--- config.mk ---
export PLATFORM = sky130hd
export DESIGN_NAME = first_fit_heap_allocator_core
export DESIGN_NICKNAME = d
export VERILOG_FILES = /design/src/rtl/core/ffha_pkg.sv /design/src/rtl/core/first_fit_heap_allocator_core.sv /design/src/rtl/core/ffha_ctrl.sv /design/src/rtl/core/ffha_datapath.sv
export VERILOG_INCLUDE_DIRS = /design/src /design/src/rtl/core
export SDC_FILE = /design/constraint.sdc
export NUM_CORES = 2
export LEC_CHECK = 0
export BUFFER_PORTS_ARGS = -buffer_cell sky130_fd_sc_hd__buf_4
export CORE_UTILIZATION = 25
export DETAILED_ROUTE_END_ITERATION = 10
export SETUP_SLACK_MARGIN = 0.02
export SYNTH_ARGS = -nofsm -noshare
export SYNTH_HDL_FRONTEND = slang
export SYNTH_SLANG_ARGS = --single-unit
export TNS_END_PERCENT = 1
--- constraint.sdc ---
create_clock -name clock -period 8.5 [get_ports clock]
set_input_delay 0.425 -clock clock [delete_from_list [all_inputs] [get_ports clock]]
set_output_delay 0.425 -clock clock [all_outputs]
set_load 0.005 [all_outputs]
--- src/rtl/core/first_fit_heap_allocator_core_assert.svh ---
// Assertion macros shared by the allocator core.
// Depends on nothing; files that assert include it.
`ifndef FIRST_FIT_HEAP_ALLOCATOR_CORE_ASSERT_SVH
`define FIRST_FIT_HEAP_ALLOCATOR_CORE_ASSERT_SVH

// Same-cycle implication, disabled during reset.
`define FFHA_ASSERT_NOW(label, clk, rst, ante, cons, msg) \
   label: assert property (@(posedge clk) disable iff (rst) (ante) |-> (cons)) \
      else $error(msg);

// Next-cycle implication, disabled during reset.
`define FFHA_ASSERT_NEXT(label, clk, rst, ante, cons, msg) \
   label: assert property (@(posedge clk) disable iff (rst) (ante) |=> (cons)) \
      else $error(msg);

`endif

--- src/rtl/core/ffha_pkg.sv ---
// Package of the first-fit heap allocator: constants, codes and shared types.
// Used by the controller, the datapath and the top level.
package ffha_pkg;

   localparam int MAX_BLOCKS = 64;
   localparam int ADDR_W     = 16;
   localparam int IDX_W      = $clog2(MAX_BLOCKS);
   localparam int CNT_W      = IDX_W + 1;
   localparam int HDR_W      = 7;
   localparam int BRK_W      = ADDR_W + 1;
   localparam int SUM_W      = ADDR_W + 2;
   localparam int STAT_W     = 3;
   localparam int ACT_W      = 2;
   localparam int CSR_ADDR_W = 3;
   localparam int CSR_DATA_W = 32;

   localparam logic [ACT_W-1:0] ACT_ALLOC   = 2'd0;
   localparam logic [ACT_W-1:0] ACT_RELEASE = 2'd1;
   localparam logic [ACT_W-1:0] ACT_RESIZE  = 2'd2;

   localparam logic [STAT_W-1:0] STATUS_OK      = 3'd0;
   localparam logic [STAT_W-1:0] STATUS_HEAP    = 3'd1;
   localparam logic [STAT_W-1:0] STATUS_TABLE   = 3'd2;
   localparam logic [STAT_W-1:0] STATUS_INVALID = 3'd3;
   localparam logic [STAT_W-1:0] STATUS_ZERO    = 3'd4;

   localparam logic CSR_HEADER = 1'b0;
   localparam logic CSR_LIMIT  = 1'b1;

   typedef enum logic [3:0] {
      S_IDLE, S_DECODE, S_FIND_RD, S_FIND_CHK, S_FIT_RD, S_FIT_CHK,
      S_APPEND, S_MARK, S_PASS_RD, S_PASS_TAKE, S_DONE
   } ffha_state_type;

   typedef struct packed {
      logic [ADDR_W-1:0] start;
      logic [ADDR_W-1:0] length;
      logic              is_free;
   } ffha_entry_type;

   typedef struct packed {
      logic              capture;
      logic              set_status;
      logic [STAT_W-1:0] status_code;
      logic              scan_init;
      logic              mem_read;
      logic              idx_inc;
      logic              latch_live;
      logic              claim_fit;
      logic              append;
      logic              result_addr;
      logic              set_copy;
      logic              mark_free;
      logic              pass_init;
      logic              pass_take;
      logic              pass_flush;
      logic              load_output;
   } ffha_cmd_type;

   typedef struct packed {
      logic [ACT_W-1:0] action;
      logic             size_zero;
      logic             addr_zero;
      logic             idx_end;
      logic             fit_hit;
      logic             live_hit;
      logic             live_fits;
      logic             heap_fail;
      logic             table_full;
      logic             output_free;
      logic [CNT_W-1:0] count;
   } ffha_stat_type;

endpackage

--- src/rtl/core/first_fit_heap_allocator_core.sv ---
// Top level of the first-fit heap allocator: register port, controller and datapath.
// Depends on ffha_pkg, ffha_ctrl, ffha_datapath and the assertion macro header.
//
//   Port group   Direction  Handshake         Carries
//   req_*        in         valid / ready     action, req_size, req_address
//   rsp_*        out        valid / ready     result_address, copy_bytes, status
//   p*           in / out   psel, penable     header_bytes (0x0), heap_limit (0x4)
//
// One item is in work at a time; each passes at least through accept, decode and result load.
// A table walk visits each entry in an address state, then a registered memory read;
// this holds for the live-block search, for first fit and append and for the merge pass,
// each walking the current block count; the registered table read sets this.
// Reset is synchronous and empties the table at once through the block count.
// A finished result waits in the output register; the next item is accepted once
// that result has been moved into it, whether or not the consumer has taken it.
module first_fit_heap_allocator_core (
   input  logic                              clock,
   input  logic                              reset,
   input  logic                              req_valid,
   output logic                              req_ready,
   input  logic [ffha_pkg::ACT_W-1:0]        req_action,
   input  logic [ffha_pkg::ADDR_W-1:0]       req_size,
   input  logic [ffha_pkg::ADDR_W-1:0]       req_address,
   output logic                              rsp_valid,
   input  logic                              rsp_ready,
   output logic [ffha_pkg::ADDR_W-1:0]       rsp_result_address,
   output logic [ffha_pkg::ADDR_W-1:0]       rsp_copy_bytes,
   output logic [ffha_pkg::STAT_W-1:0]       rsp_status,
   input  logic                              psel,
   input  logic                              penable,
   input  logic                              pwrite,
   input  logic [ffha_pkg::CSR_ADDR_W-1:0]   paddr,
   input  logic [ffha_pkg::CSR_DATA_W-1:0]   pwdata,
   output logic [ffha_pkg::CSR_DATA_W-1:0]   prdata,
   output logic                              pready
);
   import ffha_pkg::*;

`include "first_fit_heap_allocator_core_assert.svh"

   ffha_cmd_type  cmd;
   ffha_stat_type stat;

   logic [HDR_W-1:0]  header_ff;
   logic [ADDR_W-1:0] limit_ff;

   // The register port never stalls; the register index is the word address bit.
   assign pready = 1'b1;

   always_ff @(posedge clock) begin
      if (reset) begin
         header_ff <= HDR_W'(16);
         limit_ff  <= {ADDR_W{1'b1}};
      end else if (psel && penable && pwrite && pready) begin
         unique case (paddr[2])
            CSR_HEADER: header_ff <= pwdata[HDR_W-1:0];
            CSR_LIMIT:  limit_ff  <= pwdata[ADDR_W-1:0];
            default:    header_ff <= header_ff;
         endcase
      end
   end

   always_comb begin
      unique case (paddr[2])
         CSR_HEADER: prdata = CSR_DATA_W'(header_ff);
         CSR_LIMIT:  prdata = CSR_DATA_W'(limit_ff);
         default:    prdata = '0;
      endcase
   end

   // The controller decides each step; the datapath owns the table and all values.
   ffha_ctrl u_ctrl (
      .clock     (clock),
      .reset     (reset),
      .req_valid (req_valid),
      .req_ready (req_ready),
      .stat      (stat),
      .cmd       (cmd)
   );

   ffha_datapath u_datapath (
      .clock              (clock),
      .reset              (reset),
      .cmd                (cmd),
      .stat               (stat),
      .header_bytes       (header_ff),
      .heap_limit         (limit_ff),
      .req_action         (req_action),
      .req_size           (req_size),
      .req_address        (req_address),
      .rsp_valid          (rsp_valid),
      .rsp_ready          (rsp_ready),
      .rsp_result_address (rsp_result_address),
      .rsp_copy_bytes     (rsp_copy_bytes),
      .rsp_status         (rsp_status)
   );

   // Only one item is in work: a transfer in closes the input until the result is out.
   `FFHA_ASSERT_NEXT(a_one_item, clock, reset, req_valid && req_ready, !req_ready, "input accepted while an item was in work")

   // The block table can never hold more entries than it has rows.
   `FFHA_ASSERT_NOW(a_count_bound, clock, reset, 1'b1, stat.count <= CNT_W'(MAX_BLOCKS), "block count beyond table depth")

   // A result is only loaded when the output register is free to take it.
   `FFHA_ASSERT_NOW(a_load_free, clock, reset, cmd.load_output, !rsp_valid || rsp_ready, "result overwrote one not yet transferred")

endmodule

--- src/rtl/core/ffha_ctrl.sv ---
// Controller of the allocator: sequences search, append, release and merge.
// Depends on ffha_pkg.
module ffha_ctrl (
   input  logic                   clock,
   input  logic                   reset,
   input  logic                   req_valid,
   output logic                   req_ready,
   input  ffha_pkg::ffha_stat_type stat,
   output ffha_pkg::ffha_cmd_type  cmd
);
   import ffha_pkg::*;

   ffha_state_type state_ff, state_in;
   logic           move_ff, move_in;
   logic           resize_ff, resize_in;

   always_ff @(posedge clock) begin
      if (reset) begin
         state_ff  <= S_IDLE;
         move_ff   <= 1'b0;
         resize_ff <= 1'b0;
      end else begin
         state_ff  <= state_in;
         move_ff   <= move_in;
         resize_ff <= resize_in;
      end
   end

   always_comb begin
      state_in  = state_ff;
      move_in   = move_ff;
      resize_in = resize_ff;
      cmd       = '0;
      req_ready = 1'b0;
      unique case (state_ff)
         S_IDLE: begin
            req_ready = 1'b1;
            if (req_valid) begin
               cmd.capture = 1'b1;
               state_in    = S_DECODE;
            end
         end
         S_DECODE: begin
            cmd.scan_init = 1'b1;
            move_in       = 1'b0;
            resize_in     = 1'b0;
            unique case (stat.action)
               ACT_ALLOC: begin
                  if (stat.size_zero) begin
                     cmd.set_status  = 1'b1;
                     cmd.status_code = STATUS_ZERO;
                     state_in        = S_DONE;
                  end else begin
                     state_in = S_FIT_RD;
                  end
               end
               ACT_RELEASE: begin
                  state_in = stat.addr_zero ? S_DONE : S_FIND_RD;
               end
               ACT_RESIZE: begin
                  if (stat.size_zero) begin
                     cmd.set_status  = 1'b1;
                     cmd.status_code = STATUS_ZERO;
                     state_in        = stat.addr_zero ? S_DONE : S_FIND_RD;
                  end else if (stat.addr_zero) begin
                     state_in = S_FIT_RD;
                  end else begin
                     resize_in = 1'b1;
                     state_in  = S_FIND_RD;
                  end
               end
               default: begin
                  cmd.set_status  = 1'b1;
                  cmd.status_code = STATUS_INVALID;
                  state_in        = S_DONE;
               end
            endcase
         end
         S_FIND_RD: begin
            if (stat.idx_end) begin
               cmd.set_status  = 1'b1;
               cmd.status_code = STATUS_INVALID;
               state_in        = S_DONE;
            end else begin
               cmd.mem_read = 1'b1;
               state_in     = S_FIND_CHK;
            end
         end
         S_FIND_CHK: begin
            if (stat.live_hit) begin
               cmd.latch_live = 1'b1;
               if (!resize_ff) begin
                  state_in = S_MARK;
               end else if (stat.live_fits) begin
                  cmd.result_addr = 1'b1;
                  state_in        = S_DONE;
               end else begin
                  cmd.scan_init = 1'b1;
                  move_in       = 1'b1;
                  state_in      = S_FIT_RD;
               end
            end else begin
               cmd.idx_inc = 1'b1;
               state_in    = S_FIND_RD;
            end
         end
         S_FIT_RD: begin
            if (stat.idx_end) begin
               state_in = S_APPEND;
            end else begin
               cmd.mem_read = 1'b1;
               state_in     = S_FIT_CHK;
            end
         end
         S_FIT_CHK: begin
            if (stat.fit_hit) begin
               cmd.claim_fit = 1'b1;
               cmd.set_copy  = move_ff;
               state_in      = move_ff ? S_MARK : S_DONE;
            end else begin
               cmd.idx_inc = 1'b1;
               state_in    = S_FIT_RD;
            end
         end
         S_APPEND: begin
            priority if (stat.heap_fail) begin
               cmd.set_status  = 1'b1;
               cmd.status_code = STATUS_HEAP;
               state_in        = S_DONE;
            end else if (stat.table_full) begin
               cmd.set_status  = 1'b1;
               cmd.status_code = STATUS_TABLE;
               state_in        = S_DONE;
            end else begin
               cmd.append   = 1'b1;
               cmd.set_copy = move_ff;
               state_in     = move_ff ? S_MARK : S_DONE;
            end
         end
         S_MARK: begin
            cmd.mark_free = 1'b1;
            cmd.pass_init = 1'b1;
            state_in      = S_PASS_RD;
         end
         S_PASS_RD: begin
            if (stat.idx_end) begin
               cmd.pass_flush = 1'b1;
               state_in       = S_DONE;
            end else begin
               cmd.mem_read = 1'b1;
               cmd.idx_inc  = 1'b1;
               state_in     = S_PASS_TAKE;
            end
         end
         S_PASS_TAKE: begin
            cmd.pass_take = 1'b1;
            state_in      = S_PASS_RD;
         end
         S_DONE: begin
            if (stat.output_free) begin
               cmd.load_output = 1'b1;
               state_in        = S_IDLE;
            end
         end
         default: begin
            state_in = S_IDLE;
         end
      endcase
   end

endmodule

--- src/rtl/core/ffha_datapath.sv ---
// Datapath of the allocator: block table memory, pointers, heap break and result.
// Depends on ffha_pkg; driven by ffha_ctrl.
module ffha_datapath (
   input  logic                               clock,
   input  logic                               reset,
   input  ffha_pkg::ffha_cmd_type             cmd,
   output ffha_pkg::ffha_stat_type            stat,
   input  logic [ffha_pkg::HDR_W-1:0]         header_bytes,
   input  logic [ffha_pkg::ADDR_W-1:0]        heap_limit,
   input  logic [ffha_pkg::ACT_W-1:0]         req_action,
   input  logic [ffha_pkg::ADDR_W-1:0]        req_size,
   input  logic [ffha_pkg::ADDR_W-1:0]        req_address,
   output logic                               rsp_valid,
   input  logic                               rsp_ready,
   output logic [ffha_pkg::ADDR_W-1:0]        rsp_result_address,
   output logic [ffha_pkg::ADDR_W-1:0]        rsp_copy_bytes,
   output logic [ffha_pkg::STAT_W-1:0]        rsp_status
);
   import ffha_pkg::*;

   ffha_entry_type table_mem [MAX_BLOCKS];
   ffha_entry_type rd_ff;

   logic [ACT_W-1:0]  action_ff;
   logic [ADDR_W-1:0] size_ff, addr_ff;
   logic [CNT_W-1:0]  count_ff, count_in;
   logic [BRK_W-1:0]  break_ff, break_in;
   logic [CNT_W-1:0]  idx_ff, idx_in;
   logic [CNT_W-1:0]  widx_ff, widx_in;
   logic [IDX_W-1:0]  live_idx_ff;
   logic [ADDR_W-1:0] live_start_ff, live_len_ff;
   ffha_entry_type    held_ff, held_in;
   logic              have_ff, have_in;
   logic [ADDR_W-1:0] res_ff, res_in, copy_ff, copy_in;
   logic [STAT_W-1:0] status_ff, status_in;
   logic              rsp_valid_ff;
   logic [ADDR_W-1:0] rsp_addr_ff, rsp_copy_ff;
   logic [STAT_W-1:0] rsp_status_ff;

   logic              mem_we;
   logic [IDX_W-1:0]  mem_waddr;
   ffha_entry_type    mem_wdata;
   logic [ADDR_W-1:0] rd_payload, brk_payload;
   logic [SUM_W-1:0]  need, heap_total, merge_sum;
   logic [ADDR_W-1:0] merge_len;
   logic              merge_now;

   assign rd_payload  = ADDR_W'(rd_ff.start + ADDR_W'(header_bytes));
   assign brk_payload = ADDR_W'(break_ff[ADDR_W-1:0] + ADDR_W'(header_bytes));
   assign need        = SUM_W'(header_bytes) + SUM_W'(size_ff);
   assign heap_total  = SUM_W'(break_ff) + need;
   assign merge_sum   = SUM_W'(held_ff.length) + SUM_W'(header_bytes) + SUM_W'(rd_ff.length);
   assign merge_len   = (merge_sum > SUM_W'({ADDR_W{1'b1}})) ? {ADDR_W{1'b1}}
                                                             : merge_sum[ADDR_W-1:0];
   assign merge_now   = have_ff && held_ff.is_free && rd_ff.is_free;

   always_comb begin
      stat.action      = action_ff;
      stat.size_zero   = (size_ff == '0);
      stat.addr_zero   = (addr_ff == '0);
      stat.idx_end     = (idx_ff >= count_ff);
      stat.fit_hit     = rd_ff.is_free && (rd_ff.length >= size_ff);
      stat.live_hit    = !rd_ff.is_free && (rd_payload == addr_ff);
      stat.live_fits   = (rd_ff.length >= size_ff);
      stat.heap_fail   = (heap_total > SUM_W'(heap_limit));
      stat.table_full  = (count_ff >= CNT_W'(MAX_BLOCKS));
      stat.output_free = !rsp_valid_ff || rsp_ready;
      stat.count       = count_ff;
   end

   // Table write port: one source per cycle, chosen by the controller command.
   always_comb begin
      mem_we    = 1'b0;
      mem_waddr = idx_ff[IDX_W-1:0];
      mem_wdata = rd_ff;
      priority if (cmd.claim_fit) begin
         mem_we            = 1'b1;
         mem_wdata.is_free = 1'b0;
      end else if (cmd.append) begin
         mem_we    = 1'b1;
         mem_waddr = count_ff[IDX_W-1:0];
         mem_wdata = '{start: break_ff[ADDR_W-1:0], length: size_ff, is_free: 1'b0};
      end else if (cmd.mark_free) begin
         mem_we    = 1'b1;
         mem_waddr = live_idx_ff;
         mem_wdata = '{start: live_start_ff, length: live_len_ff, is_free: 1'b1};
      end else if (cmd.pass_take) begin
         mem_we    = have_ff;
         mem_waddr = widx_ff[IDX_W-1:0];
         mem_wdata = held_ff;
         if (merge_now) begin
            mem_wdata.length = merge_len;
         end
      end else if (cmd.pass_flush) begin
         mem_we    = have_ff;
         mem_waddr = widx_ff[IDX_W-1:0];
         mem_wdata = held_ff;
      end else begin
         mem_we = 1'b0;
      end
   end

   always_ff @(posedge clock) begin
      if (mem_we) begin
         table_mem[mem_waddr] <= mem_wdata;
      end
      if (cmd.mem_read) begin
         rd_ff <= table_mem[idx_ff[IDX_W-1:0]];
      end
   end

   always_comb begin
      count_in  = count_ff;
      break_in  = break_ff;
      idx_in    = idx_ff;
      widx_in   = widx_ff;
      held_in   = held_ff;
      have_in   = have_ff;
      res_in    = res_ff;
      copy_in   = copy_ff;
      status_in = status_ff;
      if (cmd.capture) begin
         res_in    = '0;
         copy_in   = '0;
         status_in = STATUS_OK;
      end
      if (cmd.set_status) begin
         status_in = cmd.status_code;
      end
      if (cmd.scan_init || cmd.pass_init) begin
         idx_in = '0;
      end
      if (cmd.idx_inc) begin
         idx_in = idx_ff + CNT_W'(1);
      end
      if (cmd.pass_init) begin
         widx_in = '0;
         have_in = 1'b0;
      end
      if (cmd.claim_fit) begin
         res_in = rd_payload;
      end
      if (cmd.append) begin
         res_in   = brk_payload;
         count_in = count_ff + CNT_W'(1);
         break_in = heap_total[BRK_W-1:0];
      end
      if (cmd.result_addr) begin
         res_in = addr_ff;
      end
      if (cmd.set_copy) begin
         copy_in = live_len_ff;
      end
      if (cmd.pass_take) begin
         if (!have_ff) begin
            held_in = rd_ff;
            have_in = 1'b1;
         end else if (merge_now) begin
            widx_in = widx_ff + CNT_W'(1);
            have_in = 1'b0;
         end else begin
            widx_in = widx_ff + CNT_W'(1);
            held_in = rd_ff;
         end
      end
      if (cmd.pass_flush) begin
         count_in = widx_ff + CNT_W'(have_ff);
      end
   end

   always_ff @(posedge clock) begin
      if (reset) begin
         count_ff     <= '0;
         break_ff     <= '0;
         have_ff      <= 1'b0;
         rsp_valid_ff <= 1'b0;
      end else begin
         count_ff <= count_in;
         break_ff <= break_in;
         have_ff  <= have_in;
         if (cmd.load_output) begin
            rsp_valid_ff <= 1'b1;
         end else if (rsp_ready) begin
            rsp_valid_ff <= 1'b0;
         end
      end
   end

   always_ff @(posedge clock) begin
      idx_ff    <= idx_in;
      widx_ff   <= widx_in;
      held_ff   <= held_in;
      res_ff    <= res_in;
      copy_ff   <= copy_in;
      status_ff <= status_in;
      if (cmd.capture) begin
         action_ff <= req_action;
         size_ff   <= req_size;
         addr_ff   <= req_address;
      end
      if (cmd.latch_live) begin
         live_idx_ff   <= idx_ff[IDX_W-1:0];
         live_start_ff <= rd_ff.start;
         live_len_ff   <= rd_ff.length;
      end
      if (cmd.load_output) begin
         rsp_addr_ff   <= res_ff;
         rsp_copy_ff   <= copy_ff;
         rsp_status_ff <= status_ff;
      end
   end

   assign rsp_valid          = rsp_valid_ff;
   assign rsp_result_address = rsp_addr_ff;
   assign rsp_copy_bytes     = rsp_copy_ff;
   assign rsp_status         = rsp_status_ff;

endmodule
======== After elaboration in Yosys (flattened, before gate mapping) ========
Memories as Yosys holds them, arrays and structs flattened. A register that Yosys moved wholly into a read port is not among the register bits.
Index checks and enable logic that the tools add are counted.
storage, ports and cells
  register bits after elaboration ......... 244
  latch bits .............................. 0
  bits in writable memories ............... 2112
  bits in read-only memories .............. 0
  output and inout bits ................... 70
  logic and storage cells ................. 199
  memories kept ........................... 1
operators by class
  add/subtract/negate cells ............... 10
  multipliers ............................. 0
  divide/modulo/power cells ............... 0
  $lt $le $gt $ge ......................... 5
  equality and inequality tests ........... 19
  shifts and indexed selects .............. 0
  mux-type cells .......................... 108
  bitwise logic cells ..................... 1
  reduce and logical (&&, ||, !) cells .... 29
memories
  memory                depth  bits a word  read ports  clocked after Yosys merged registers in  write ports  RTL line             source
  u_datapath.table_mem  64     33           1           1                                        1            ffha_datapath.sv:21  ffha_entry_type table_mem [MAX_BLOCKS];
operators with widths
  kind                                                                               count
  33-bit two-way mux                                                                 6
  16-bit two-way mux                                                                 7
  4-bit two-way mux                                                                  17
  32-bit case mux with 2 select lines                                                1
  7-bit two-way mux                                                                  7
  1-bit two-way mux                                                                  48
  4-bit case mux with 10 select lines                                                1
  16-bit by 7-bit adder with 16-bit output                                           2
  16-bit logical NOT                                                                 2
  32-bit two-way mux                                                                 1
  6-bit two-way mux                                                                  5
  4-bit case mux with 3 select lines                                                 2
  7-bit by 1-bit adder with 7-bit output, second input constant                      3
  17-bit by 18-bit adder with 18-bit output                                          1
  18-bit by 16-bit adder with 18-bit output                                          1
  18-bit by 16-bit greater-than comparator with 1-bit output                         1
  18-bit by 16-bit greater-than comparator with 1-bit output, second input constant  1
  16-bit by 7-bit adder with 17-bit output                                           1
  7-bit by 16-bit adder with 17-bit output                                           1
  16-bit == test                                                                     1
  4-bit by 3-bit == test with 1-bit output, second input constant                    4
  16-bit greater-or-equal comparator                                                 1
  4-bit == test, second input constant                                               3
  2-bit nonzero test                                                                 6
  24 further kinds                                                                   49

======== Longest topological paths before layout ========
  depth in word-level cells ............... 10
  depth in mapped cells ................... 31
  gate-level depth less buffers ........... 29

======== Cells and area by module ========
Synthesis repeated with hierarchy kept, for this count alone.
unflattened totals
  cell total of the unflattened synthesis .. 4561
  area total of the unflattened synthesis .. 96257.3 um2
modules (own cells, without submodules)
  module                         instances  cells an instance  area each (um2)  seq. area each (um2)
  ffha_datapath                  1          4325               94324.2          70537.7
  first_fit_heap_allocator_core  1          138                1268.7           460.4
  ffha_ctrl                      1          98                 664.4            120.1

======== Least setup slack after synthesis ========
No wires, ideal clock.
  path kind ............................... reg2reg
  start point ............................. reg header_ff[1]
  end point ............................... mem u_datapath.table_mem[0][15] in the netlist's numbering (data pin)
  library setup time ...................... 0.740 ns
  data arrival time ....................... 7.905 ns
  required time ........................... 7.760 ns
  path slack .............................. -0.145 ns
  stages on the path, launching flop included .. 29
  clock period less this slack ............ 8.645 ns
  path through ............................ dfxtp_1 -> inv_1 -> fa_1 -> inv_1 -> a21oi_1 -> o21bai_1 -> a21oi_1 -> o21bai_1 -> a21o_1 -> nor2b_1 -> nand2_1 -> xnor2_1 -> ha_1 -> nand2_1 -> nor2_1 -> nand3_1 -> o21ai_0 -> o41a_1 -> xor2_1 -> ha_1 -> a211oi_1 -> o21ai_0 -> a221o_1 -> a311oi_4 -> buf_6 -> nand2_4 -> nand2_1 -> a211oi_1 -> a221oi_1
RTL lines
  what                      RTL line                             source
  start: declaration        first_fit_heap_allocator_core.sv:44  logic [HDR_W-1:0] header_ff;
  start signal: assignment  first_fit_heap_allocator_core.sv:56  CSR_HEADER: header_ff <= pwdata[HDR_W-1:0];
  start signal: assignment  first_fit_heap_allocator_core.sv:58  default: header_ff <= header_ff;
  end: declaration          ffha_datapath.sv:21

==> qor.csv <==
stage,metric,value,unit
outcome,status,"complete, no violations",
synth,gate count after technology mapping,4664,
pwr,clock group share of total power,0.272,
placed_design,pre-CTS setup slack,727,ps
pwr,power share of the combinational group,0.311,
pwr,Seq pwr share,0.417,
sta,final hold viol count,0,
cts,CTS tree,yes,
cts,root buf cell,clkbuf_16,
layout,Nets,5213,
placed_design,Cells after DPL,9773,
sta,Setup WS post-layout,642,ps
placed_design,buffers added on ports,110,
pwr,Sw Ratio,0.315,
routing,DRC,0,
layout,proportion of layout cells with a drive suffix above 1,0.279,
routing,DR vias/cell,4.65,
cts,# resized after CTS,0,
setup_path,WS Path Type,reg -> reg,
global_route,GRT Overall Usage,0.117,
global_route,first-pass GRT wire length,340000,um
placed_design,Final HPWL DP,139000,um
global_route,initial antenna violation count,19,
min_path,Worst Hold Class,in -> reg,
routing,drt first pass iters,8,
flow_run,Max-cap violations,0,
synth,fraction of registers with async set/reset,0,
setup_path,R2R setup slack,640,ps
cts,Clock H-tree levels,4,
sta,Fin Clk Skew,82.0,ps
synth,Unique masters post-synth,79,
die,CORE AREA,383000,um^2
sta,period utilization,0.924,
layout,post-layout util,0.297,
layout,final non-filler cell total,10300,
routing,Via Count,47700,
synth,Mapped Area,96400,um^2
sta,fin crit period,7860,ps
synth,adder-cell share of the synthesized area,0.0153,
placed_design,GPL Wtd Cong,0.862,
setup_path,CP arrival,8590,ps
die,Starting Density,0.252,
die,Horiz. Die Dim,623,um
die,Row Count,227,
die,io pins,146,
cts,clk sinks,2389,
synth,commonest register cell after synthesis,edfxtp_1,
layout,post-route design area,114000,um^2
layout,"commonest non-fill, non-tap cell in the layout",edfxtp_1,
cts,CTS Buf Count,233,
global_route,grt ovf,0,
setup_path,slowest cell delay on critical path,550,ps
global_route,number of global-route vias before repair,49200,
setup_path,crit start category,register,
pwr,P per Cell Area,323,nW/um^2
cts,"CTS clk-pin slew, worst paths",60,ps
layout,most frequent cells in the layout,"edfxtp_1 (2327), mux4_2 (693), clkbuf_16 (236)",
synth,Syn. warnings,0,
sta,final setup vio count,0,
die,Die H,623,um
routing,Detail Route Antenna Nets,0,
setup_path,Critical Path End Type,register,
global_route,largest net degree at the start of global routing,122,
synth,xor-xnor portion of the synthesized cell area,0.0106,
sta,Max Slew Vio Count,0,
synth,Post-Syn Area per Cell,20.7,um^2
placed_design,DP Area,106000,um^2
pwr,leak pwr,35.2,nW
cts,Clock Path Buffers,3,
sta,Slew HR,0.155,
pwr,Peak VDD IR,0.000231,V
synth,Synth Area in Compound Gates,0.0296,
routing,DR iter-0 viols,4743,
synth,sequential-to-total area share from yosys stat,0.738,
cts,Worst-Skew Late Latency,880,ps
sta,max frequency,127,MHz
pwr,Psw,11.6,mW
routing,final WL,233000,um
synth,mux share of post-synthesis cell area,0.165,
setup_path,CP max FO,49,
synth,Simple-Gate Fraction of Synth Area,0.0279,
synth,"EDFF count, synth",2327,
sta,RSZ-0062 raised after global routing,no,
synth,largest family of logic cells by synthesized area,multiplexers,
sta,total negative slack,0,ps
die,die area,388000,um^2
pwr,internal power,25.2,mW
cts,setup bufs post-CTS,0,
cts,# hold bufs at CTS,53,
sta,Worst-Margin Slew,1260,ps
routing,wire length per cell,22.7,um
layout,layout overhead on the synthesized area,18.2,%
setup_path,critical path's slowest cell,a311oi_4,
synth,Yosys reg bits,2389,
setup_path,"Req. time, crit path",9230,ps
## per-layer routing
metal	up-vias	routed length, um	global-route usage
met3	324	15700	0.0219
met4	2	4670	0.0271
met5	-	10	0
met1	25500	103000	0.165
li1	20200	-	-
met2	1685	110000	0.189
## cells in the mapped netlist (23+ instances only)
cell	number	area (um^2)
a211oi_1	25	188
a21o_1	27	203
a21oi_1	112	561
and2_1	23	144
buf_1	47	176
clkbuf_1	161	604
dfxtp_1	62	1240
edfxtp_1	2327	69900
ha_1	108	1350
inv_1	86	323
mux4_2	693	15600
nand2_1	189	709
nand3_1	42	210
nand4_1	24	150
nor2_1	167	627
nor3_1	29	145
o211ai_1	25	188
o21ai_0	78	390
xnor2_1	64	561
xor2_1	37	324
## layout make-up
type	instances	area [um^2]
antenna	4	10.0
clock buffer	281	6070
multi-input combinational	1964	24900
fill	36900	269000
sequential	2389	71100
inverter	87	327
clock inverter	150	1360
timing repair buffer	348	3800
tap	5038	6300
## cells by family after synthesis
kind of cell / Yosys count
buffers and inverters: 326
flip-flops: 2389
AND/OR/NAND/NOR: 576
adder cells (fa/ha/maj): 114
AO/OA/AOI/OAI: 428
other: 2
multiplexers: 722
XOR/XNOR: 107
## power groups by stage
stage	Sequential [mW]	Combinational, mW	Clock (mW)
after floorplan	15.7	7.12	0
after global routing	15.4	12.2	10.7
after detailed placement	15.6	11.5	0
final	15.4	11.4	9.99
after global placement	15.6	11.2	0
after CTS	15.3	11.5	10.2
## metrics by stage
stage	total power, mW	hold slack (ps)
6_report	36.8	183
2_1_floorplan	22.8	400
3_3_place_gp	26.8	406
3_5_place_dp	27.1	405
5_1_grt	38.2	181
4_1_cts	37.1	114
## final timing paths
path / from / to / cells after the start
max: u_datapath.size_ff[0] / u_datapath.table_mem[42][20] / 30
min: paddr[2] / header_ff[4] / 4
max reg2reg: u_datapath.size_ff[0] / u_datapath.table_mem[42][20] / 30
min reg2reg: u_datapath.res_ff[11] / u_datapath.rsp_result_address[11] / 0
## sequential cells by signal (all words and copies together), names as in the netlist, 7 cells and up
register	cells
header_ff	7
limit_ff	16
u_datapath.addr_ff	16
u_datapath.break_ff	17
u_datapath.copy_ff	16
u_datapath.count_ff	7
u_datapath.held_ff	33
u_datapath.idx_ff	7
u_datapath.live_len_ff	16
u_datapath.live_start_ff	16
u_datapath.rd_ff	33
u_datapath.res_ff	16
u_datapath.rsp_copy_bytes	16
u_datapath.rsp_result_address	16
u_datapath.size_ff	16
u_datapath.table_mem	2112
u_datapath.widx_ff	7
## worst max-delay path: cells and delay by family, from the launching register on
kind / cells / cell delay, ps
compound gates: 12 / 2930
xor+xnor: 2 / 370
fa+ha+maj: 4 / 1280
buf+inv: 5 / 1210
flops: 1 / 430
simple gates: 7 / 1420
Note: power is estimated with default switching activity, not from simulation.
